--- src/rtl/core/acf_pkg.sv ---
`timescale 1ns / 1ps
`default_nettype none
// ----------------------------------------------------------------------------
// Comb filter package
// Shared sizes, register indexes and the structs that pass between the
// front end, the descriptor queue and the back end of the comb filter.
// ----------------------------------------------------------------------------
package acf_pkg;

	localparam int MAX_DELAY    = 4096;
	localparam int MAX_CHANNELS = 2;

	// Field widths fixed by the interface.
	localparam int CH_W     = 1;
	localparam int SAMPLE_W = 16;
	localparam int GAIN_W   = 16;
	localparam int DLY_W    = 13;

	localparam int POS_W    = (MAX_DELAY > 1) ? $clog2(MAX_DELAY) : 1;
	localparam int DIST_W   = $clog2(MAX_DELAY + 1);
	localparam int CH_IDX_W = (MAX_CHANNELS > 1) ? $clog2(MAX_CHANNELS) : 1;
	localparam int STORE_DEPTH = MAX_CHANNELS * MAX_DELAY;
	localparam int ADDR_W   = (STORE_DEPTH > 1) ? $clog2(STORE_DEPTH) : 1;

	localparam int QUEUE_DEPTH = 4;
	localparam int QIDX_W      = $clog2(QUEUE_DEPTH);
	localparam int QCNT_W      = $clog2(QUEUE_DEPTH + 1);

	// Configuration port.
	localparam int PADDR_W   = 4;
	localparam int PDATA_W   = 32;
	localparam int REG_IDX_W = 2;
	localparam logic [REG_IDX_W-1:0] REG_FILTER_MODE  = 2'd0;
	localparam logic [REG_IDX_W-1:0] REG_GAIN         = 2'd1;
	localparam logic [REG_IDX_W-1:0] REG_DELAY_LENGTH = 2'd2;

	typedef struct packed {
		logic                filter_mode;
		logic [GAIN_W-1:0]   gain;
		logic [DLY_W-1:0]    delay_length;
	} cfg_t;

	// One classified sample on its way to the back end.
	typedef struct packed {
		logic                ch_ok;
		logic                rd_ok;
		logic [ADDR_W-1:0]   rd_addr;
		logic [ADDR_W-1:0]   wr_addr;
		logic [SAMPLE_W-1:0] sample;
		logic                last;
	} desc_t;

endpackage
`default_nettype wire

--- src/rtl/core/acf_queue.sv ---
`timescale 1ns / 1ps
`default_nettype none
// ----------------------------------------------------------------------------
// Comb filter descriptor queue
// Small FIFO between the front end and the back end so that each side can
// stall on its own.
// ----------------------------------------------------------------------------
module acf_queue (
	input  wire logic           clk,
	input  wire logic           arst_n,
	input  wire logic           push,
	input  wire acf_pkg::desc_t push_desc,
	output logic                full,
	input  wire logic           pop,
	output logic                empty,
	output acf_pkg::desc_t      head_desc
);

	acf_pkg::desc_t              mem_q [acf_pkg::QUEUE_DEPTH];
	logic [acf_pkg::QIDX_W-1:0]  wr_ptr_q;
	logic [acf_pkg::QIDX_W-1:0]  rd_ptr_q;
	logic [acf_pkg::QCNT_W-1:0]  cnt_q;

	assign full      = 32'(cnt_q) == acf_pkg::QUEUE_DEPTH;
	assign empty     = cnt_q == '0;
	assign head_desc = mem_q[rd_ptr_q];

	always_ff @(posedge clk) begin
		if (push) begin
			mem_q[wr_ptr_q] <= push_desc;
		end
	end

	always_ff @(posedge clk or negedge arst_n) begin
		if (!arst_n) begin
			wr_ptr_q <= '0;
			rd_ptr_q <= '0;
			cnt_q    <= '0;
		end else begin
			if (push) begin
				wr_ptr_q <= (32'(wr_ptr_q) == acf_pkg::QUEUE_DEPTH - 1) ? '0 : wr_ptr_q + 1'b1;
			end
			if (pop) begin
				rd_ptr_q <= (32'(rd_ptr_q) == acf_pkg::QUEUE_DEPTH - 1) ? '0 : rd_ptr_q + 1'b1;
			end
			if (push && !pop) begin
				cnt_q <= cnt_q + 1'b1;
			end else if (pop && !push) begin
				cnt_q <= cnt_q - 1'b1;
			end
		end
	end

`ifndef SYNTHESIS
	a_cnt_bound: assert property (@(posedge clk) disable iff (!arst_n)
		32'(cnt_q) <= acf_pkg::QUEUE_DEPTH)
		else $error("queue count above its depth");

	a_push_only: assert property (@(posedge clk) disable iff (!arst_n)
		(push && !pop) |=> (cnt_q == $past(cnt_q) + 1'b1))
		else $error("queue count did not follow a push");
`endif

endmodule
`default_nettype wire

--- config.mk ---
export PLATFORM = sky130hd
export DESIGN_NAME = acf_queue
export DESIGN_NICKNAME = d
export VERILOG_FILES = /design/src/rtl/core/acf_pkg.sv /design/src/rtl/core/acf_queue.sv
export SDC_FILE = /design/constraint.sdc
export NUM_CORES = 1
export LEC_CHECK = 0
export BUFFER_PORTS_ARGS = -buffer_cell sky130_fd_sc_hd__buf_2
export CAP_MARGIN = 40
export CORE_AREA = 2 2 127 129
export CTS_BUF_LIST = sky130_fd_sc_hd__clkbuf_4 sky130_fd_sc_hd__clkbuf_8
export CTS_CLUSTER_SIZE = 20
export DETAILED_ROUTE_END_ITERATION = 12
export DIE_AREA = 0 0 129 131
export GPL_ROUTABILITY_DRIVEN = 0
export GPL_TIMING_DRIVEN = 0
export PLACE_DENSITY = 0.65
export REMOVE_ABC_BUFFERS = 1
export SYNTH_ARGS = -nofsm -noshare
export SYNTH_HDL_FRONTEND = slang
export SYNTH_SLANG_ARGS = --single-unit
--- constraint.sdc ---
create_clock -name clk -period 2 [get_ports clk]
set_input_delay 0.6 -clock clk [delete_from_list [all_inputs] [get_ports clk]]
set_output_delay 0.6 -clock clk [all_outputs]
set_load 0.01 [all_outputs]
## After elaboration in Yosys (flattened, before gate mapping)

Memories as Yosys holds them, arrays and structs flattened.
Index checks and enable logic that the tools add are counted.

- Register bits after elaboration: 7
- RAM bits: 180
- Input port bits: 49
- Output and inout bits: 47
- Word-level logic and storage cells: 23
- Memories: 1

- Add/subtract/negate cells: 4
- Eq/ne operators: 3
- Multiplexer cells: 6
- Reductions and logical operators: 6

Memory list:

| name | depth | width | rd ports | clocked after memory_dff | write ports | line | source |
|---|---|---|---|---|---|---|---|
| mem_q | 4 | 45 | 1 | 0 | 1 | acf_queue.sv:19 | `acf_pkg::desc_t mem_q [acf_pkg::QUEUE_DEPTH];` |

Operator list:

| operator | count |
|---|---|
| $mux W3 | 2 |
| $add A2 B1 Y2 const B | 2 |
| $eq A2 B2 Y1 const B | 2 |
| $mux W2 | 2 |
| $add A3 B1 Y3 const B | 1 |
| $eq A3 B3 Y1 const B | 1 |
| $logic_not A3 Y1 | 1 |
| $sub A3 B1 Y3 const B | 1 |
| $logic_and A1 B1 Y1 | 2 |
| $logic_not A1 Y1 | 2 |
| $mux W1 | 2 |
| $reduce_bool A2 Y1 | 1 |

## Logic depth before layout (Yosys ltp)

Gate-level depths: netlist (run 1).

- Word-level depth: 4
- Mapped depth: 7
- Mapped depth without buffers: 7

## Worst setup path after synthesis (run 1)

No wires, ideal clock.

- Path type: register to register
- Start point: reg wr_ptr_q[0] in the netlist's numbering
- End point: mem mem_q[2][0] in the netlist's numbering (enable)
- Setup time: 407 ps
- Arrival time: 1704 ps
- Data required time: 1593 ps
- Slack: -111 ps
- Stages on the path, launching flop included: 4
- Buffers on the path: 0
- Period minus slack after synthesis: 2111 ps
- Path through: dfrtp_1 -> inv_1 -> ha_1 -> and2_1

RTL lines:

| element | line | source |
|---|---|---|
| start, declared | acf_queue.sv:20 | `logic [acf_pkg::QIDX_W-1:0] wr_ptr_q;` |
| start signal, assigned | acf_queue.sv:41 | `wr_ptr_q <= (32'(wr_ptr_q) == acf_pkg::QUEUE_DEPTH - 1) ? '0 : wr_ptr_q + 1'b1;` |
| end, declared | acf_queue.sv:19 |  |

Straight into the memory's write port.

==> results of run 1 <==
what timing repair did:
item | CTS | global route
endpoints found under the hold margin | 7 | 0
pin swaps | 0 | 0
gates cloned | 3 | 0
endpoints found under the setup margin | 45 | 47
setup buffers | 6 | 0
gates resized for setup | 11 | 19
hold buffers | 1 | 0
layout make-up:
class	count	area share
Clock buffer	18	0.0288
Clock inverter	14	0.0182
Inverter	4	0.00179
Multi-Input combinational cell	71	0.148
Sequential cell	187	0.667
Tap cell	216	0.0323
Timing Repair Buffer	109	0.104
state kept, by name (all words and copies together), names as in the netlist:
name	flops
cnt_q	3
wr_ptr_q	2
rd_ptr_q	2
mem_q	180
placed cells by master, fill, tap and decap left out, types with 4 or more instances in the layout:
master    count
buf_2        73
dfrtp_1       5
edfxtp_1    180
buf_6        24
clkinv_1      5
inv_1         4
buf_12        8
ha_1          6
clkbuf_8     17
mux4_2       45
worst max-delay path by stage:
stage	cells past startpoint	slack, ns	to	from
floorplan	1	-1.19	head_desc[0]	rd_ptr_q[0]
global placement	2	-2.15	head_desc[16]	rd_ptr_q[0]
detailed placement	3	-0.36	head_desc[20]	rd_ptr_q[0]
CTS	4	-0.52	head_desc[16]	rd_ptr_q[0]
global route	4	-0.56	head_desc[5]	rd_ptr_q[0]
finish	4	-0.47	head_desc[34]	rd_ptr_q[0]
layer usage:
layer	wire length, um	up-vias
li1	-	1385
met1	5180	1627
met2	6140	78
met3	682	18
met4	239	0
met5	0	-
per-stage QoR:
step                      total power [mW]  cells  setup slack (ns)  hold slack (ns)  cell area (um2)
after detailed placement              8.77    579            -0.362            0.442             7710
final                                 11.8    619            -0.468            0.355             8380
after global placement                8.39    573             -2.15            0.437             7580
after global routing                  12.4    619            -0.559            0.325             8380
after floorplan                       7.40    262             -1.19            0.304             6830
after CTS                             11.8    621            -0.522            0.320             8330
logic make-up after synthesis:
logic type | count (synthesis)
AND/OR/NAND/NOR | 11
buffers and inverters | 14
flip-flops | 187
adder cells (fa/ha/maj) | 7
XOR/XNOR | 3
AO/OA/AOI/OAI | 2
multiplexers | 48
worst max-delay path, stage by stage (launching register included):
cell     delay (ns)
dfrtp_4        0.48
buf_12         0.13
buf_16         0.15
mux4_2         0.52
buf_6          0.14
power groups by stage:
| stage | clock [mW] | combinational, mW | sequential [mW] |
|---|---|---|---|
| after floorplan | 0 | 1.83 | 5.57 |
| after global placement | 0 | 2.64 | 5.75 |
| after detailed placement | 0 | 3.24 | 5.53 |
| after CTS | 2.54 | 4.03 | 5.25 |
| after global routing | 2.68 | 4.38 | 5.30 |
| final | 2.46 | 4.06 | 5.24 |
==> results.md, run 1 <==
Run status:
- The flow ran to the end, but the final reports show violations.
- The checks that failed: setup timing.

Drt:
- The first-pass iteration count of the detailed router is 4.
- Dividing the detail-routed via count by the number of cells gives 5.02.
- The final wirelength is 12200 um.
- For this block, the via count after detailed routing is 3108.
- The violation count after the first detailed-routing iteration is 236.
- The remaining antenna violation count is 0.
- In the routed design, unresolved DRC markers number 0.
- The final routed wire length divided by cell count is 19.8 um.

Synth:
- Of the post-synthesis cell area, the dominant cell type holds 0.782.
- Among all cell types in the netlist, the one instantiated most often is edfxtp_1.
- The fraction of the yosys area taken by sequential cells is 0.808.
- The number of synthesized flops with an enable pin is 180.
- The XOR/XNOR share of the synthesized area is 0.00380.
- The combined area of all synthesized cells is 0.00691 mm2.
- After technology mapping, the gate count stands at 272.
- The post-synthesis simple-gate area fraction is 0.00815.
- The Yosys step of the flow raised 0 warnings.
- Averaged over all synthesized cells, the footprint is 25.4 um2.
- The compound-gate portion of the synthesized area is 0.00145.
- The commonest cells after synthesis are edfxtp_1, mux4_2, dfrtp_1.
- The post-synthesis register bit count is 187.
- The main flop type after synthesis is edfxtp_1.
- The largest area contributor in the synthesized netlist is edfxtp_1.
- Sorting the synthesized cells by area gives the leading types as edfxtp_1, mux4_2, dfrtp_1.
- The distinct cell type count after synthesis is 18.
- The async set-reset flop share out of synthesis is 0.0374.
- After synthesis, the share of cell area in mux cells is 0.152.
- After synthesis, the largest family of logic cells by area is multiplexers.
- Of the total synthesized cell area, the portion taken by full adders, half adders and majority gates is 0.0138.

Global route:
- For this run, global-route usage on met2 was measured as 0.256.
- The global route total overflow is 0.
- For met3 alone, demand over resource in global routing was 0.0456.
- The first global-routing pass estimated 18500 um of wire.
- For this run, the total global-route usage over all layers was measured as 0.156.
- The number of antenna violations at the first check in global routing was 0.
- The met1 track demand over resource in global routing is 0.196.
- The number of global-route vias before repair is 3382.
- Entering global routing, the biggest net connects 30 pins.
- The most congested layer reported by global routing is met2.

Flow run:
- The tool flagged a number of max-cap violations equal to 0.

Worst hold path:
- Along the worst hold path, the cell count comes to 1.
- The launch instance of the worst min-delay path is push_desc[21].
- The worst min-delay path endpoint is mem_q[0][21].
- The worst min-delay path category is input port to flop.

Worst setup path:
- Along the worst path, the maximum fanout reaches 8.
- The reg-to-reg endpoint is mem_q[0][2].
- The worst setup path is launched from a flop.
- For the worst setup path, the data arrival time is 1.87 ns.
- The type of the setup path with the least slack is flop to primary output.
- The worst register-to-register path has a depth of 4.
- The critical path endpoint category is a primary output.
- The worst path required time is 1.40 ns.
- The slack of the worst reg-to-reg path is 0.14 ns.
- The critical register-to-register path startpoint is wr_ptr_q[0].

Floorplanning:
- From left edge to right edge, the die measures 129 um.
- In this run the vertical extent of the chip is 131 um.
- The standard-cell row count is 46.
- The core region area is 0.0156 mm2.
- The die covers 0.0169 mm2.
- The initial utilization of the core area, before any placement, comes to 0.443.
- In this run the count of I/O pins placed on the die edge is 96.

Cells and area:
- Of the cells placed in the final design, the portion with a size suffix greater than 1 is 0.469.
- The filler cells instantiated in the layout total 1221.
- The post-layout utilization of the core is 0.537.
- The net count reported at finish is 446.
- The layout overhead on the synthesized area is 21.3%.
- The total area of multi-input combinational cells is 0.00124 mm2.
- The number of antenna cells inserted is 0.
- The sequential cell area is 0.00559 mm2.

Timing:
- The time the final worst path needs with I/O delays and setup is 2.47 ns.
- Between clock sinks in the finished design, the worst skew comes to 0.00661 ns.
- After routing, the total negative slack on setup checks comes to -19.30 ns.
- The max-slew violation count is 0.
- Timing would allow up to 405 MHz.
- The transition at the pin with the smallest max-transition slack is 0.607 ns.
- The number of hold-slack violations in the final timing report is 0.
- After layout, the worst setup slack is -0.468 ns.
- Setup repair after global routing could not meet its margin everywhere.
- Headroom to the max-slew limit came out at 0.595.
- Of the available clock period, the critical path in the final layout requires 1.23.
- Setup violations remaining at the end of the flow were counted as 45.

Clock tree:
- The clock sink count is 187.
- The clock latency on the worst-skew pair is 0.45 ns.
- The number of CTS-inserted buffers is 17.
- The H-tree was split into 4 levels.
- CTS placed an instance of clkbuf_8 at the clock tree root.
- The largest buffer count on any clock path is 2.
- Clock-pin slew was measured on the worst setup and hold paths at 0.09 ns.
- TritonCTS built the clock tree.

Placed design:
- The count of buffers added on input and output ports is 95.
- The placed wire-length estimate after detailed placement is 7070 um.

Power:
- The switching fraction of total power is 0.284.
- Dividing total power by cell area gives a power density of 1400 mW/mm2.
- The net switching power is 3.34 mW.
- The sequential cell fraction of total power is 0.446.
- Internal power comes to 8.42 mW.
- The maximum resistive drop on vdd is 0.000589 V.
- The share of power burned in combinational logic is 0.345.
- The leakage power is 2.88 nW.
- The share of total power dissipated in the clock network is 0.209.
(Power assumes the default switching activity.)
==> run 2: changes to the inputs <==
Settings changed: CELL_PAD_IN_SITES_DETAIL_PLACEMENT set to 1, CELL_PAD_IN_SITES_GLOBAL_PLACEMENT set to 1, CTS_BUF_LIST sky130_fd_sc_hd__clkbuf_4 sky130_fd_sc_hd__clkbuf_8 to sky130_fd_sc_hd__clkbuf_8, PLACE_DENSITY 0.65 to unset, PLACE_DENSITY_LB_ADDON set to 0.1.
==> run 2 against run 1 <==
The flow still finishes with violations (setup timing). Via count is 1.4% higher. Sequential cell count stayed put. Die area stayed put. Clock skew is 0.010 ns higher. Global-route usage is 0.81 points higher. Combinational power is 2% higher. Critical path type unchanged. Critical endpoint is now head_desc[0].
==> results.md, run 2 (synthesis gave the netlist of run 1 again) <==
Run status:
- The flow ran to the end, but the final reports show violations.
- The checks that failed: setup timing.

Clock tree:
- CTS saw 187 sinks.
- The clock passes through at most 2 buffers.
- The clock-pin slew on the worst setup and hold paths is 0.11 ns.
- The clock tree synthesis step divided the H-tree into 4 levels.
- TritonCTS built the clock tree.
- The root buffer cell is clkbuf_8.
- The number of CTS-inserted buffers is 17.
- Clock latency on the worst-skew pair, taken at its later pin, is 0.47 ns.

Placed design:
- The placed wire-length estimate after detailed placement is 7550 um.
- Once placement completed, the tool counted placed cells totaling 581.
- In this run the tool buffered the top-level ports with 95 buffer cells.
- The post-placement cell area is 0.00778 mm2.

Global route:
- The wire length of the first global-routing pass is 19500 um.
- The number of global-route vias before repair is 3360.
- The overall routing resource usage is 0.164.
- Global routing finished with a remaining overflow of 0.
- Entering global routing, the biggest net connects 29 pins.
- The number of antenna violations at the first check in global routing is 0.

Worst hold path:
- The path class of the tightest hold or removal check is input port to flop.

Worst setup path:
- STA classifies the critical path startpoint as a flop.
- The critical path goes through buf_4 -> buf_16 -> mux4_2 -> buf_6.
- Of all nets on the critical path, the largest fanout is 7.
- The stage delay of the slowest cell on the critical path is 0.52 ns.
- STA classifies the critical path endpoint as a primary output.
- The critical path is of the flop to primary output type.
- STA puts the critical path data required time at 1.40 ns.
- At the worst endpoint, the arrival time is 1.91 ns.
- For this design, the slowest cell found on the critical path is dfrtp_4.

Floorplanning:
- The die boundary height is 131 um.
- 96 I/O pins were placed.
- The floorplan step set the die width to 129 um.
- The area of the die is 0.0169 mm2.
- The initial utilization of the core area, before any placement, comes to 0.443.
- The floorplan step defined a core boundary enclosing 0.0156 mm2.
- The initialized floorplan defines 46 standard-cell rows.

Timing:
- The final count of negative-setup-slack endpoints is 45.
- The time the final worst path needs with I/O delays and setup is 2.51 ns.
- On the final layout, the worst clock skew is 0.0170 ns.
- The max-slew violation count is 0.
- Setup repair after global routing could not meet its margin everywhere.
- The timing-limited maximum frequency is 398 MHz.
- For the pin with the worst max-slew slack, the measured transition is 0.549 ns.
- The number of hold-slack violations in the final timing report was 0.
- Across all setup checks in the final design, the least slack found is -0.510 ns.
- The normalized max-slew margin is 0.634.
- The post-route clock period utilization is 1.25.

Drt:
- The remaining antenna violation count is 0.
- The post-detailed-route DRC marker count is 0.
- In the final routed layout, each cell accounts on average for 20.9 um.
- After detailed routing, the total wire length is 13100 um.
- The violation count after the first detailed-routing iteration is 220.
- The number of vias per cell is 5.05.
- The final route contains 3151 vias.
- The first detailed-routing pass took 4 iterations.

Power:
- The power density of the placed cells is 1400 mW/mm2.
- The maximum resistive drop on vdd is 0.000607 V.
- The leakage power is 2.93 nW.

Cells and area:
- Leaving out fill and tap cells, the most frequent cell in the layout is edfxtp_1.
- The largest register by flop count is mem_q.
- In the final design database the tool counted 451 nets.
- Leaving out filler cells and counting taps, the final layout contains 624.
- The register with the most flip-flops in the layout has 180 of them.
- The number of antenna cells inserted is 0.
- The largest registers in the layout are mem_q x180, cnt_q x3.
- With fillers left out, the area of the finished cells amounts to 0.00847 mm2.
- Of the cells placed in the final design, the portion with a size suffix greater than 1 is 0.485.
- In the layout the commonest cells are edfxtp_1, buf_2, mux4_2.
- From synthesis to final layout, the design area changed by 22.7%.

Flow run:
- The total of max-cap violations is 0.
[run 2: final cells by class]
cell class              count  area, um2
fillers                  1352       7120
flip-flops and latches    187       5590
multi-input cells          71       1240
repair buffers            114        973
well taps                 216        270
clock buffers              17        234
clock inverters            15        151
inverters                   4       15.0
[run 2: routing by layer]
| layer | GRT usage | part of all wire | vias to the layer above |
|---|---|---|---|
| li1 | - | - | 1392 |
| met1 | 0.216 | 0.43 | 1673 |
| met2 | 0.265 | 0.51 | 69 |
| met3 | 0.0415 | 0.036 | 17 |
| met4 | 0.0691 | 0.018 | 0 |
| met5 | 0 | 0 | - |
[run 2: critical path, delay by kind of cell (launching register included)]
kind	cells	cell delay [ns]
multiplexers	1	0.46
buffers and inverters	3	0.46
flip-flops	1	0.52
[run 2: metrics by stage]
stage               hold WS (ns)  setup TNS, ns   util  total power [mW]  worst slack (ns)
floorplan                  0.304         -73.00      -              7.40             -1.19
global placement           0.442        -324.09  0.486              8.42             -2.22
detailed placement         0.449         -12.26  0.499              8.82            -0.404
CTS                        0.305         -23.31  0.535              11.8            -0.546
global route               0.314         -24.64  0.543              12.5            -0.569
finish                     0.344         -21.31  0.543              11.9            -0.510
[run 2: what timing repair did]
item | CTS | global route
gates cloned | 1 | 2
hold endpoints to repair | 7 | 0
endpoints found under the setup margin | 45 | 59
resized for setup | 18 | 12
buffers inserted | 4 | 3
hold buffers | 1 | 0
[run 2: path summary, 6_finish.rpt]
kind | startpoint | endpoint | slack [ns] | depth (start not counted)
max in group asynchronous | arst_n | cnt_q[0] | 1.30 | 2
worst min-delay path | push_desc[7] | mem_q[2][7] | 0.34 | 1
worst max register to register | wr_ptr_q[0] | mem_q[2][31] | 0.15 | 5
min in group asynchronous | arst_n | cnt_q[1] | 0.49 | 2
worst min register to register | cnt_q[2] | cnt_q[2] | 0.49 | 1
worst max-delay path | rd_ptr_q[0] | head_desc[0] | -0.51 | 4
[run 2: power breakdown]
part           leakage [nW]  internal (mW)  switching, mW  total (mW)
clock                 0.203           1.11           1.35        2.46
sequential             1.73           5.03          0.240        5.27
combinational         0.998           2.26           1.89        4.15
