File: src/rtl/core/acf_pkg.sv
`timescale 1ns / 1ps
`default_nettype none
// ----------------------------------------------------------------------------
// Comb filter package
// Shared sizes, register indexes and the structs that pass between the
// front end, the descriptor queue and the back end of the comb filter.
// ----------------------------------------------------------------------------
package acf_pkg;

	localparam int MAX_DELAY    = 4096;
	localparam int MAX_CHANNELS = 2;

	// Field widths fixed by the interface.
	localparam int CH_W     = 1;
	localparam int SAMPLE_W = 16;
	localparam int GAIN_W   = 16;
	localparam int DLY_W    = 13;

	localparam int POS_W    = (MAX_DELAY > 1) ? $clog2(MAX_DELAY) : 1;
	localparam int DIST_W   = $clog2(MAX_DELAY + 1);
	localparam int CH_IDX_W = (MAX_CHANNELS > 1) ? $clog2(MAX_CHANNELS) : 1;
	localparam int STORE_DEPTH = MAX_CHANNELS * MAX_DELAY;
	localparam int ADDR_W   = (STORE_DEPTH > 1) ? $clog2(STORE_DEPTH) : 1;

	localparam int QUEUE_DEPTH = 4;
	localparam int QIDX_W      = $clog2(QUEUE_DEPTH);
	localparam int QCNT_W      = $clog2(QUEUE_DEPTH + 1);

	// Configuration port.
	localparam int PADDR_W   = 4;
	localparam int PDATA_W   = 32;
	localparam int REG_IDX_W = 2;
	localparam logic [REG_IDX_W-1:0] REG_FILTER_MODE  = 2'd0;
	localparam logic [REG_IDX_W-1:0] REG_GAIN         = 2'd1;
	localparam logic [REG_IDX_W-1:0] REG_DELAY_LENGTH = 2'd2;

	typedef struct packed {
		logic                filter_mode;
		logic [GAIN_W-1:0]   gain;
		logic [DLY_W-1:0]    delay_length;
	} cfg_t;

	// One classified sample on its way to the back end.
	typedef struct packed {
		logic                ch_ok;
		logic                rd_ok;
		logic [ADDR_W-1:0]   rd_addr;
		logic [ADDR_W-1:0]   wr_addr;
		logic [SAMPLE_W-1:0] sample;
		logic                last;
	} desc_t;

endpackage
`default_nettype wire

File: src/rtl/core/acf_front.sv
`timescale 1ns / 1ps
`default_nettype none
// ----------------------------------------------------------------------------
// Comb filter front end
// Accepts samples, keeps the per-channel write positions and turns each
// sample into a descriptor with its delay-store read and write addresses.
// ----------------------------------------------------------------------------
module acf_front (
	input  wire logic                           clk,
	input  wire logic                           arst_n,
	input  wire logic                           sample_valid,
	output logic                                sample_stall,
	input  wire logic [acf_pkg::CH_W-1:0]       channel,
	input  wire logic [acf_pkg::SAMPLE_W-1:0]   sample,
	input  wire logic                           last_of_block,
	input  wire acf_pkg::cfg_t                  cfg,
	input  wire logic                           q_full,
	output logic                                push,
	output acf_pkg::desc_t                      push_desc
);

	logic [acf_pkg::POS_W-1:0]    wp_q      [acf_pkg::MAX_CHANNELS];
	logic                         wrapped_q [acf_pkg::MAX_CHANNELS];
	logic [acf_pkg::CH_IDX_W-1:0] idx;
	logic                         ch_ok;
	logic [acf_pkg::POS_W-1:0]    wp_cur;
	logic [acf_pkg::POS_W-1:0]    wp_next;
	logic                         wp_wrap;
	logic [acf_pkg::DIST_W-1:0]   dly_span;
	logic [acf_pkg::POS_W-1:0]    rp;

	assign sample_stall = q_full;
	assign push         = sample_valid && !q_full;

	assign idx     = acf_pkg::CH_IDX_W'(channel);
	assign ch_ok   = 32'(channel) < acf_pkg::MAX_CHANNELS;
	assign wp_cur  = wp_q[idx];
	assign wp_wrap = (32'(wp_cur) + 1) == acf_pkg::MAX_DELAY;
	assign wp_next = wp_wrap ? '0 : wp_cur + 1'b1;

	// A zero delay acts as one; a delay beyond the store acts as the full store.
	always_comb begin
		if (cfg.delay_length == '0) begin
			dly_span = acf_pkg::DIST_W'(1);
		end else if (32'(cfg.delay_length) > acf_pkg::MAX_DELAY) begin
			dly_span = acf_pkg::DIST_W'(acf_pkg::MAX_DELAY);
		end else begin
			dly_span = acf_pkg::DIST_W'(cfg.delay_length);
		end
	end

	always_comb begin
		if (acf_pkg::DIST_W'(wp_cur) >= dly_span) begin
			rp = acf_pkg::POS_W'(acf_pkg::DIST_W'(wp_cur) - dly_span);
		end else begin
			rp = acf_pkg::POS_W'((acf_pkg::DIST_W + 1)'(wp_cur)
				+ (acf_pkg::DIST_W + 1)'(acf_pkg::MAX_DELAY)
				- (acf_pkg::DIST_W + 1)'(dly_span));
		end
	end

	// Positions below the write pointer, or all of them once the channel has
	// wrapped, have been written; anything else still reads as zero.
	always_comb begin
		push_desc.ch_ok   = ch_ok;
		push_desc.rd_ok   = wrapped_q[idx] || (rp < wp_cur);
		push_desc.rd_addr = acf_pkg::ADDR_W'(idx) * acf_pkg::ADDR_W'(acf_pkg::MAX_DELAY)
			+ acf_pkg::ADDR_W'(rp);
		push_desc.wr_addr = acf_pkg::ADDR_W'(idx) * acf_pkg::ADDR_W'(acf_pkg::MAX_DELAY)
			+ acf_pkg::ADDR_W'(wp_cur);
		push_desc.sample  = sample;
		push_desc.last    = last_of_block;
	end

	always_ff @(posedge clk or negedge arst_n) begin
		if (!arst_n) begin
			for (int i = 0; i < acf_pkg::MAX_CHANNELS; i++) begin
				wp_q[i]      <= '0;
				wrapped_q[i] <= 1'b0;
			end
		end else if (push && ch_ok) begin
			wp_q[idx] <= wp_next;
			if (wp_wrap) begin
				wrapped_q[idx] <= 1'b1;
			end
		end
	end

`ifndef SYNTHESIS
	a_wp_in_range: assert property (@(posedge clk) disable iff (!arst_n)
		(push && ch_ok) |-> (32'(wp_cur) < acf_pkg::MAX_DELAY))
		else $error("write position beyond the delay store");
`endif

endmodule
`default_nettype wire

File: config.mk
export PLATFORM = sky130hd
export DESIGN_NAME = acf_front
export DESIGN_NICKNAME = d
export VERILOG_FILES = /design/src/rtl/core/acf_pkg.sv /design/src/rtl/core/acf_front.sv
export SDC_FILE = /design/constraint.sdc
export NUM_CORES = 1
export LEC_CHECK = 0
export ABC_AREA = 1
export BUFFER_PORTS_ARGS = -buffer_cell sky130_fd_sc_hd__buf_4
export CORE_UTILIZATION = 49
export CTS_CLUSTER_DIAMETER = 150
export DETAILED_ROUTE_END_ITERATION = 7
export MAX_ROUTING_LAYER = met4
export PLACE_DENSITY = 0.82
export RECOVER_POWER = 50
export SYNTH_ARGS = -nofsm -noshare
export SYNTH_HDL_FRONTEND = slang
export SYNTH_SLANG_ARGS = --single-unit
File: constraint.sdc
create_clock -name clk -period 3.2 [get_ports clk]
set_input_delay 0.16 -clock clk [delete_from_list [all_inputs] [get_ports clk]]
set_output_delay 0.16 -clock clk [all_outputs]
set_load 0.05 [all_outputs]
# [Word-level counts from Yosys, hierarchy flattened]
# Index checks and enable logic that the tools add are counted.
# Widths: inputs -> output; s select.
[word_totals] regBits=26 elab_cells=40
[classes] order_cmp=5 n_bitwise=2 n_mux=15 addsub=7 n_reduce_logical=6 n_eq_ne=1
[ops] cell="$mux 12" count=6
[ops] cell="$add 13x12->13" count=2
[ops] cell="$mux 13" count=2
[ops] cell="$add 12x1->12 const B" count=2
[ops] cell="$bwmux 24" count=1
[ops] cell="$sub 12x12->12" count=2
[ops] cell="$add 12x1->13 const B" count=1
[ops] cell="$eq 13x13->1 const B" count=1
[ops] cell="$ge 12x13->1" count=1
[ops] cell="$gt 13x13->1 const B" count=1
[ops] cell="$logic_not 13->1" count=1
[ops] cell="$demux 12 s1" count=1
[ops] cell="$lt 12x12->1" count=1
[ops] cell="$mux 1" count=4
[ops] cell="$ge 2x2->1 const B" count=1
[ops] cell="$logic_and 1x1->1" count=2
[ops] cell="$lt 2x1->1 const B" count=1
[ops] cell="$not 1->2" count=1
[ops] cell="$or 2x2->2" count=1
[ops] cell="$reduce_and 2->1" count=1
[ops] cell="$demux 1 s1" count=1
[ops] cell="$logic_not 1->1" count=1
[ops] cell="$logic_or 1x1->1" count=1

# [Depth between registers and ports, before layout]
# Gate-level depths: netlist of the first run.
[logic_depth] ltp_word=9 mapped_depth=20 ltp_nobuf=20

# [Worst setup path after synthesis of the first run]
# Ideal clock, no wire load.
[synth_timing] path_kind="input-to-output" from="input port cfg[11] (netlist name)" to="output port push_desc[43] (netlist name)" t_required_ns=3.040 arrival_ns=3.717 slack_ns=-0.677 path_stages=17 n_path_buf=0 path_cell_list="nor4_1 > nand3_1 > nand2_1 > o21ai_0 > inv_1 > ha_1 > inv_1 > fa_1 > a21oi_1 > o21ai_0 > xor2_1 > ha_1 > nand2_1 > nor2_1 > nand3_1 > o2111ai_1 > o211ai_1"
[synth_lines] element="start: declaration" line="acf_front.sv:16" text="input wire acf_pkg::cfg_t cfg,"
[synth_lines] element="end: declaration" line="acf_front.sv:19" text="output acf_pkg::desc_t push_desc"

==> impl_results.md, run 1 <==
- Worst path cell trace: buf_4 > nor4_4 > nand3_2 > nand2_4 > nand2_2 > ha_1 > nand3_2 > nand2_4 > a21oi_4 > buf_6 > xnor2_4 > ha_1 > a21oi_2 > o21ai_1 > nand2_1 > o2111ai_2 > o211ai_1 > buf_4
- Post-Route WL: 9890 um
- Final hold viol count: 0
- Placed cells: 463
- P_int: 1410 uW
- Layout Nets: 495
- Distinct cell type count after synthesis: 36
- Sum of buffers and inverters on the critical path: 3
- Core region area: 4790 um^2
- Layout cells sized above 1: 51.8%
- Chip Width: 72.9 um
- Seq cells post-synth: 26
- Die height: 72.9 um
- Worst Setup Slack, final: -0.346 ns
- WL met3: 664 um
- Sequential Power Share: 14.3%
- CTS tree: done
- CP delay by family, top: simple AND/OR/NAND/NOR gates
- Syn. warnings: 0
- Total power: 2940 uW
- Critical path's slowest cell: nor4_4
- Worst-skew pair later-pin latency: 0.28 ns
- Final std cells w/o fill: 484
- Met1 WL: 3120 um
- I/O pin count: 99
- N_diodes: 0
- Clk network pwr share: 7.4%
- Switch Pwr: 1540 uW
- CTS Buf Count: 3
- Comb power frac: 78.3%
- Dpl ws: -0.348 ns
- Via count: 2768
- Syn avg cell area: 7.50 um^2
- Avg Vias per Cell: 5.72
- Clock root cell: clkbuf_8
- Syn Nets: 406
- H-tree Lvls: 1
- RSZ-0062 raised after global routing: true
- Peak fanout along the critical path: 5
- Leak: 0.00175 uW
- Worst EP arrival: 3.39 ns
- Maxcap violations: 0
- Antenna violations before repair: 0
- Max Transition Viols Final: 0
- CP Launch Type: primary input
- Total global routing overflow: 0
- DIE AREA: 5320 um^2
- Critical path class: primary input to primary output
- FP Rows: 25
- Max Clk Rate: 282 MHz
- Fin crit share: 111%
- Post-synth EDFFs: 0
- Detailed Place HPWL: 5370 um
- Initial DRC Count: 287
- Fillers: 274
- Initial Utilization: 51.5%
- Final Setup Violations: 1
- Reg2reg end: wp_q[1]
- Worst R2R Start: wp_q[1]
- Worst Hold Class: primary input to primary output
- Fin crit period: 3.55 ns
- Largest net degree at the start of global routing: 27
- R2R setup slack: 1.32 ns
- Post-Synthesis Cells: 329
- Switching share of power: 52.2%
- Area grow syn2layout: 54.1%
- Drt pass-1 iters: 7
- Slowest cell delay on critical path: 0.34 ns
- Top FF cell, synth: dfrtp_1
- Max clock buf depth: 2
- DRC: 0
- CP Launch Point: cfg[8]
- Total GRT Usage: 32.7%
- Final ANT Viol Nets: 0
- WL/cell: 20.4 um
- Wire length on met2: 5080 um
- Crit. End Element: primary output
- Global-route wire length before repair: 12600 um
- Reg2reg path depth: 11
- Outcome: finished with violations
- Critical Path End: push_desc[43]
- Rel. slew slack: 5.07%
- Failing checks: negative setup slack
- Clock sinks: 26
- Seq/Total Area, Yosys: 26.4%
- Max Clock Skew: 0.00504 ns
- Mapped cell area: 2470 um^2
- Worst Max-Slew Pin Slew: 1.42 ns
- Port Buffers: 46
- Worst path depth: 18
- Worst EP required: 3.04 ns
- Asr flop ratio synth: 100%
- Vias in the first global route: 2670
- Routability cong.: 0.824
- Finished Cell Area: 3800 um^2
- P per Cell Area: 774 nW/um^2
- Uppermost layer routed: met4
- VDD IR max: 0.897 mV
- Placement Cell Area: 3230 um^2
==> layout by cell type (no fill, tap or decap), types with 3 or more instances in the layout <==
cell type / n
o21ai_4: 4
o21ai_0: 16
xor2_1: 6
o21ai_2: 4
nand2_1: 73
nand3_1: 10
o21ai_1: 9
ha_1: 11
buf_6: 4
nand3_2: 8
nor2_2: 7
clkbuf_1: 6
nand2_2: 17
nor2_1: 6
inv_2: 9
xor2_4: 3
nor2_4: 4
ha_4: 12
a21oi_2: 8
nand2_4: 13
buf_4: 96
inv_1: 25
clkbuf_8: 4
nor4_4: 3
a21oi_1: 5
dfrtp_1: 26
==> flip-flops by register name (all words and copies together), names as in the netlist <==
name	flops
wp_q	24
wrapped_q	2
==> power by group through the flow <==
| stage | clock network, uW | registers (uW) | logic [uW] |
|---|---|---|---|
| after CTS | 216 | 415 | 1990 |
| after global routing | 229 | 424 | 2400 |
| after floorplan | 0 | 414 | 1270 |
| after detailed placement | 0 | 421 | 1860 |
| after global placement | 0 | 417 | 1800 |
| final | 218 | 420 | 2300 |
==> area by class of cell <==
| cell class | instances | area, um^2 | share of cell area [%] |
|---|---|---|---|
| repair buffers | 110 | 848 | 22.3 |
| flip-flops and latches | 26 | 651 | 17.1 |
| well taps | 67 | 83.8 | 2.21 |
| inverters | 35 | 134 | 3.52 |
| multi-input cells | 242 | 2030 | 53.4 |
| clock buffers | 4 | 55.1 | 1.45 |
==> worst min path at each step <==
stage | startpoint | end | slack (ns) | cells after the start
after floorplan | arst_n | wp_q[0] | -0.14 | 0
after global routing | last_of_block | push_desc[0] | 0.32 | 0
final | last_of_block | push_desc[0] | 0.32 | 0
after CTS | sample[3] | push_desc[4] | 0.32 | 0
after detailed placement | arst_n | wp_q[2] | 0.09 | 1
after global placement | arst_n | wp_q[12] | 0.08 | 1
==> what timing repair did <==
item / CTS / global route
gates cloned: 1 / 0
buffers inserted: 11 / 4
gates resized for setup: 45 / 37
endpoints found under the setup margin: 1 / 1
pin swaps: 24 / 27
hold endpoints to repair: 26 / 0
hold buffers: 1 / 0
==> kinds of logic after synthesis <==
kind of cell / synth area share, %
XOR/XNOR: 5.33
adder cells (fa/ha/maj): 13.0
AND/OR/NAND/NOR: 28.6
buffers and inverters: 13.6
flip-flops: 26.4
other: 0.152
AO/OA/AOI/OAI: 12.9
==> stage by stage <==
stage | util, % | hold slack, ns | setup TNS, ns
floorplan | - | -0.136 | -0.136
global placement | 67.5 | 0.0802 | -0.157
detailed placement | 67.5 | 0.0850 | -0.348
CTS | 75.6 | 0.320 | -0.0166
global route | 79.4 | 0.320 | -0.431
finish | 79.4 | 0.320 | -0.346
==> synthesized netlist by cell type (all sizes together) (2+ instances only) <==
cell type / n / area [um^2]
nor2: 17 / 93.8
nand4: 2 / 12.5
a21oi: 15 / 75.1
xnor2: 4 / 35.0
nand3: 19 / 123
o21ai: 33 / 180
dfrtp: 26 / 651
nand2: 102 / 453
o21bai: 2 / 18.8
buf: 23 / 189
xor2: 11 / 96.3
inv: 35 / 131
nor4: 3 / 18.8
clkbuf: 4 / 15.0
a211oi: 2 / 15.0
ha: 24 / 300
==> routing by layer <==
layer	vias up	GRT usage, %
met5	-	-
met4	0	25.9
met3	72	5.25
met2	182	55.8
met1	1294	33.4
li1	1220	-
(Power assumes the default switching activity.)
==> run 2, diff against run 1 <==
REMOVE_ABC_BUFFERS = 1   (was default)
clock period = 3.61 ns   (was 3.2 ns; I/O delays follow)
==> run 2 against run 1 <==
The run now ends clean. Non-clock buffer count shrank 54. Utilization shrank 18 points. Cell area shrank 22%. Combinational power shrank 37%. First-iteration DRC count shrank 49%. Critical path type unchanged. Highest routed layer unchanged.
==> impl_results.md, run 2 (synthesis results as in run 1) <==
- VDD IR max: 0.679 mV
- Avg Vias per Cell: 5.42
- Clock root cell: clkbuf_8
- Port Buffers: 46
- Die height: 72.9 um
- Clock sinks: 26
- Routability cong.: 0.868
- Fillers: 429
- Max Clk Rate: 284 MHz
- Chip Width: 72.9 um
- Largest register FFs: 24
- CTS tree: done
- Worst EP arrival: 3.34 ns
- Most common cell after layout, fill and taps aside: nand2_1
- Worst Max-Slew Pin Slew: 1.40 ns
- Slowest cell delay on critical path: 0.35 ns
- Crit. End Element: primary output
- N_diodes: 0
- Max clock buf depth: 2
- Highest-count cells in the layout ignoring fill and taps: nand2_1 (82), buf_4 (47), inv_1 (31)
- Final core utilization: 61.7%
- Post-Route WL: 6550 um
- Core region area: 4790 um^2
- Max Clock Skew: 0.00735 ns
- Outcome: finished, final reports clean
- WL/cell: 15.3 um
- Area grow syn2layout: 19.7%
- I/O pin count: 99
- Largest regs: wp_q (24), wrapped_q (2)
- Leak: 0.00140 uW
- Maxcap violations: 0
- Total global routing overflow: 0
- Biggest register: wp_q
- Final hold viol count: 0
- Largest net degree at the start of global routing: 27
- FP Rows: 25
- Worst Setup Slack, final: 0.0928 ns
- Critical path's slowest cell: ha_1
- Initial Utilization: 51.5%
- Initial DRC Count: 146
- Fin crit period: 3.52 ns
- Layout cells sized above 1: 30.9%
- Setup TNS: 0 ns
- Clk slew on worst S/H paths: 0.09 ns
- Drt pass-1 iters: 6
- Worst-skew pair later-pin latency: 0.27 ns
- Worst EP required: 3.43 ns
- DIE AREA: 5320 um^2
- Detailed Place HPWL: 4670 um
- Final ANT Viol Nets: 0
- Worst path cell trace: buf_4 > nor4_2 > nand3_1 > nand2_2 > buf_6 > nand2_1 > ha_1 > a21oi_2 > nor2_1 > a211oi_1 > o21ai_1 > xor2_1 > ha_1 > nand2_2 > nor2_2 > nand3_1 > o2111ai_2 > o211ai_1 > buf_4
- Max Transition Viols Final: 0
- Dpl ws: 0.0413 ns
- Worst Hold Class: primary input to flop
- Vias in the first global route: 2119
- Total power: 2050 uW
- Rel. slew slack: 6.41%
- Total GRT Usage: 24.5%
- Via count: 2325
- Final Setup Violations: 0
- Global-route wire length before repair: 9770 um
- Peak fanout along the critical path: 7
- Critical path class: primary input to primary output
- CP Launch Type: primary input
- H-tree Lvls: 1
- P per Cell Area: 693 nW/um^2
- Fin crit share: 97.4%
- Layout Nets: 440
- DRC: 0
- Antenna violations before repair: 0
- CTS Buf Count: 3
==> run 2: changes by cell type in the layout (fill, tap and decap cells not counted), sizes merged <==
cell	previous run	this run
nand2	103	102
buf	103	48
bufinv	0	1
==> run 2: critical path: cells and delay by family <==
kind,cells,cell delay (ns)
and+or+nand+nor,8,1.08
AOI/OAI and AO/OA,5,0.73
adders and majority gates,2,0.70
buffers and inverters,3,0.45
xor gates and xnor gates,1,0.20
==> run 2: routing by layer <==
metal | wire, um | part of all wire [%] | track usage [%]
met5 | 0 | 0 | -
met2 | 3170 | 48 | 38.7
met3 | 499 | 7.6 | 7.18
met4 | 72 | 1.1 | 3.70
met1 | 2810 | 43 | 31.7
==> run 2: path summary, 6_finish.rpt <==
| path | endpoint | start | slack (ns) | depth (start not counted) |
|---|---|---|---|---|
| setup reg to reg | wp_q[1] | wp_q[13] | 1.89 | 10 |
| setup / recovery | push_desc[43] | cfg[11] | 0.09 | 19 |
| max in group asynchronous | wp_q[1] | arst_n | 2.03 | 2 |
| hold reg to reg | wrapped_q[0] | wrapped_q[0] | 0.46 | 2 |
| hold / removal | wp_q[11] | q_full | 0.36 | 6 |
| min in group asynchronous | wp_q[20] | arst_n | 0.75 | 2 |
==> run 2: report_power, final <==
group          internal, uW  total (uW)  switching, uW
combinational           478        1440            957
sequential              339         368           28.9
clock                   148         243           94.6
total                   965        2050           1080
==> run 2: final cells by class <==
class                      count  area, um^2  share of cell area (%)
clock buffer                   3        41.3                    1.40
clock inverter                 1        30.0                    1.02
inverter                      35         131                    4.45
multi-input combinational    241        1620                    54.7
sequential                    26         651                    22.0
tap                           67        83.8                    2.84
timing repair buffer          56         400                    13.6
==> run 2: timing repair <==
| action | in CTS | in global routing |
|---|---|---|
| endpoints found under the hold margin | 26 | 0 |
| setup buffers | 0 | 4 |
| hold buffers | 1 | 0 |
| gates resized for setup | 0 | 34 |
| endpoints found under the setup margin | 0 | 1 |
==> run 2: metrics by stage <==
step / instance area, um^2 / hold slack, ns / instances
2_1_floorplan: 2260 / -0.115 / 302
3_3_place_gp: 2730 / 0.101 / 420
3_5_place_dp: 2730 / 0.108 / 420
4_1_cts: 2810 / 0.355 / 425
5_1_grt: 2950 / 0.361 / 429
6_report: 2950 / 0.357 / 429
==> run 3, diff against run 2 <==
BUFFER_PORTS_ARGS = default   (was -buffer_cell sky130_fd_sc_hd__buf_4)
CORE_UTILIZATION = 55   (was 49)
CTS_CLUSTER_SIZE = 40   (was default)
DONT_BUFFER_PORTS = 1   (was default)
PLACE_DENSITY = 0.71   (was 0.82)
SLEW_MARGIN = 20   (was default)
==> run 3 against run 2 <==
Non-clock buffer count down 28. Routed wire length down 12%. Sequential cell count unchanged. Cell area down 8.2%.
==> impl_results.md, run 3 (synthesis results as in run 1) <==
- Worst Max-Slew Pin Slew: 1.39 ns
- Core region area: 4140 um^2
- Max clock buf depth: 2
- Reg2reg path depth: 10
- Finished Cell Area: 2710 um^2
- Avg Vias per Cell: 5.48
- Multi-input combinational cell area: 1590 um^2
- Chip Width: 69.0 um
- I/O pin count: 99
- Min-delay src: channel
- Rel. slew slack: 7.48%
- DIE AREA: 4760 um^2
- Setup TNS: 0 ns
- Comb power frac: 70.2%
- Dpl ws: 0.134 ns
- Largest register FFs: 24
- Clock root cell: clkbuf_8
- Critical path class: flop to primary output
- Maxcap violations: 0
- Worst Setup Slack, final: 0.187 ns
- Hold Path Sink: wp_q[22]
- Leak: 0.00129 uW
- Detailed Place HPWL: 4330 um
- Drt pass-1 iters: 5
- Peak fanout along the critical path: 5
- CTS tree: done
- VDD IR max: 0.751 mV
- Reg2reg end: wp_q[1]
- P_int: 863 uW
- Initial Utilization: 59.5%
- Routability cong.: 0.875
- Total GRT Usage: 25.4%
- Worst-skew pair later-pin latency: 0.27 ns
- Final Setup Violations: 0
- Placement Cell Area: 2500 um^2
- Switch Pwr: 998 uW
- DRC: 0
- Clk slew on worst S/H paths: 0.09 ns
- Max Clk Rate: 292 MHz
- Vias in the first global route: 1846
- Port Buffers: 0
- Die height: 69.0 um
- Final ANT Viol Nets: 0
- Register area: 651 um^2
- Clock sinks: 26
- Outcome: finished, final reports clean
- Total global routing overflow: 0
- Most common cell after layout, fill and taps aside: nand2_1
- Area grow syn2layout: 9.94%
- CTS Buf Count: 3
- Crit. End Element: primary output
- Highest-count cells in the layout ignoring fill and taps: nand2_1 (84), inv_1 (30), dfrtp_1 (26)
- Post-Route WL: 5760 um
- Switching share of power: 53.6%
- Initial DRC Count: 105
- Fin crit period: 3.42 ns
- Via count: 2103
- Max Transition Viols Final: 0
- FP Rows: 23
- N_diodes: 0
- Antenna violations before repair: 0
- Biggest register: wp_q
- Worst Hold Class: primary input to flop
- Layout Nets: 412
- Layout cells sized above 1: 24.0%
- R2R setup slack: 1.76 ns
- Final hold viol count: 0
- Fillers: 365
- Final std cells w/o fill: 384
- Worst EP arrival: 3.24 ns
- Global-route wire length before repair: 8680 um
- Largest net degree at the start of global routing: 27
- Worst EP required: 3.43 ns
- Sequential Power Share: 19.7%
- Total power: 1860 uW
- Worst R2R Start: wp_q[13]
- Max Clock Skew: 0.00281 ns
- WL/cell: 15.0 um
- Largest regs: wp_q (24), wrapped_q (2)
- CP Launch Type: flop
- RSZ-0062 raised after global routing: true
- Fin crit share: 94.8%
- Clk network pwr share: 10.1%
- Hold path depth: 3
- H-tree Lvls: 1
- Placed cells: 374
- P per Cell Area: 686 nW/um^2
## run 3: critical path, stage by stage, from the launching register on
cell and delay (ns):
dfrtp_1 0.37, inv_2 0.05, o21ai_4 0.46, ha_4 0.31, a21oi_4 0.16, nor2_2 0.05, a211oi_2 0.20, nand3_1 0.14
xnor2_1 0.17, inv_1 0.10, ha_4 0.28, nand2_4 0.05, nor2_4 0.10, nand3_2 0.09, o2111ai_2 0.10, o211ai_1 0.16
clkbuf_16 0.20
## run 3: per-layer routing
layer / vias to the layer above / global-route usage, % / part of all wire (%)
met5: - / - / 0
met4: 0 / 3.57 / 0.31
met3: 2 / 9.54 / 7.8
met2: 65 / 36.2 / 45
met1: 969 / 34.9 / 47
li1: 1067 / - / -
## run 3: worst max-delay path by stage
stage	start	end	slack [ns]	cells past startpoint
3_5_place_dp	cfg[11]	push_desc[43]	0.13	18
6_report	wp_q[7]	push_desc[43]	0.19	16
4_1_cts	wp_q[7]	push_desc[43]	0.03	16
3_3_place_gp	cfg[9]	push_desc[43]	0.14	18
5_1_grt	wp_q[7]	push_desc[43]	-0.06	16
2_1_floorplan	cfg[11]	push_desc[43]	-0.31	17
## run 3: power by group through the flow
stage          Combinational, uW  Sequential, uW  Clock, uW
4_1_cts                     1230             365        193
2_1_floorplan                934             366          0
3_5_place_dp                1220             371          0
5_1_grt                     1430             372        203
3_3_place_gp                1210             370          0
6_report                    1310             366        188
## run 3: through the flow
stage / util, % / hold WS [ns]
after floorplan: - / -0.115
after global placement: 60.4 / -0.114
after detailed placement: 60.4 / -0.114
after CTS: 62.4 / 0.139
after global routing: 65.4 / 0.168
final: 65.4 / 0.148
## run 3: area by class of cell
class | count | area share, %
clock buffer | 4 | 2.03
inverter | 35 | 4.85
multi-input combinational | 241 | 58.5
sequential | 26 | 24.0
tap | 50 | 2.31
timing repair buffer | 28 | 8.35
## run 3: what timing repair did
| action | in CTS | in global routing |
|---|---|---|
| resized for setup | 0 | 23 |
| endpoints found under the setup margin | 0 | 1 |
| hold endpoints to repair | 26 | 0 |
| hold buffers | 2 | 0 |
| buffers inserted | 0 | 4 |
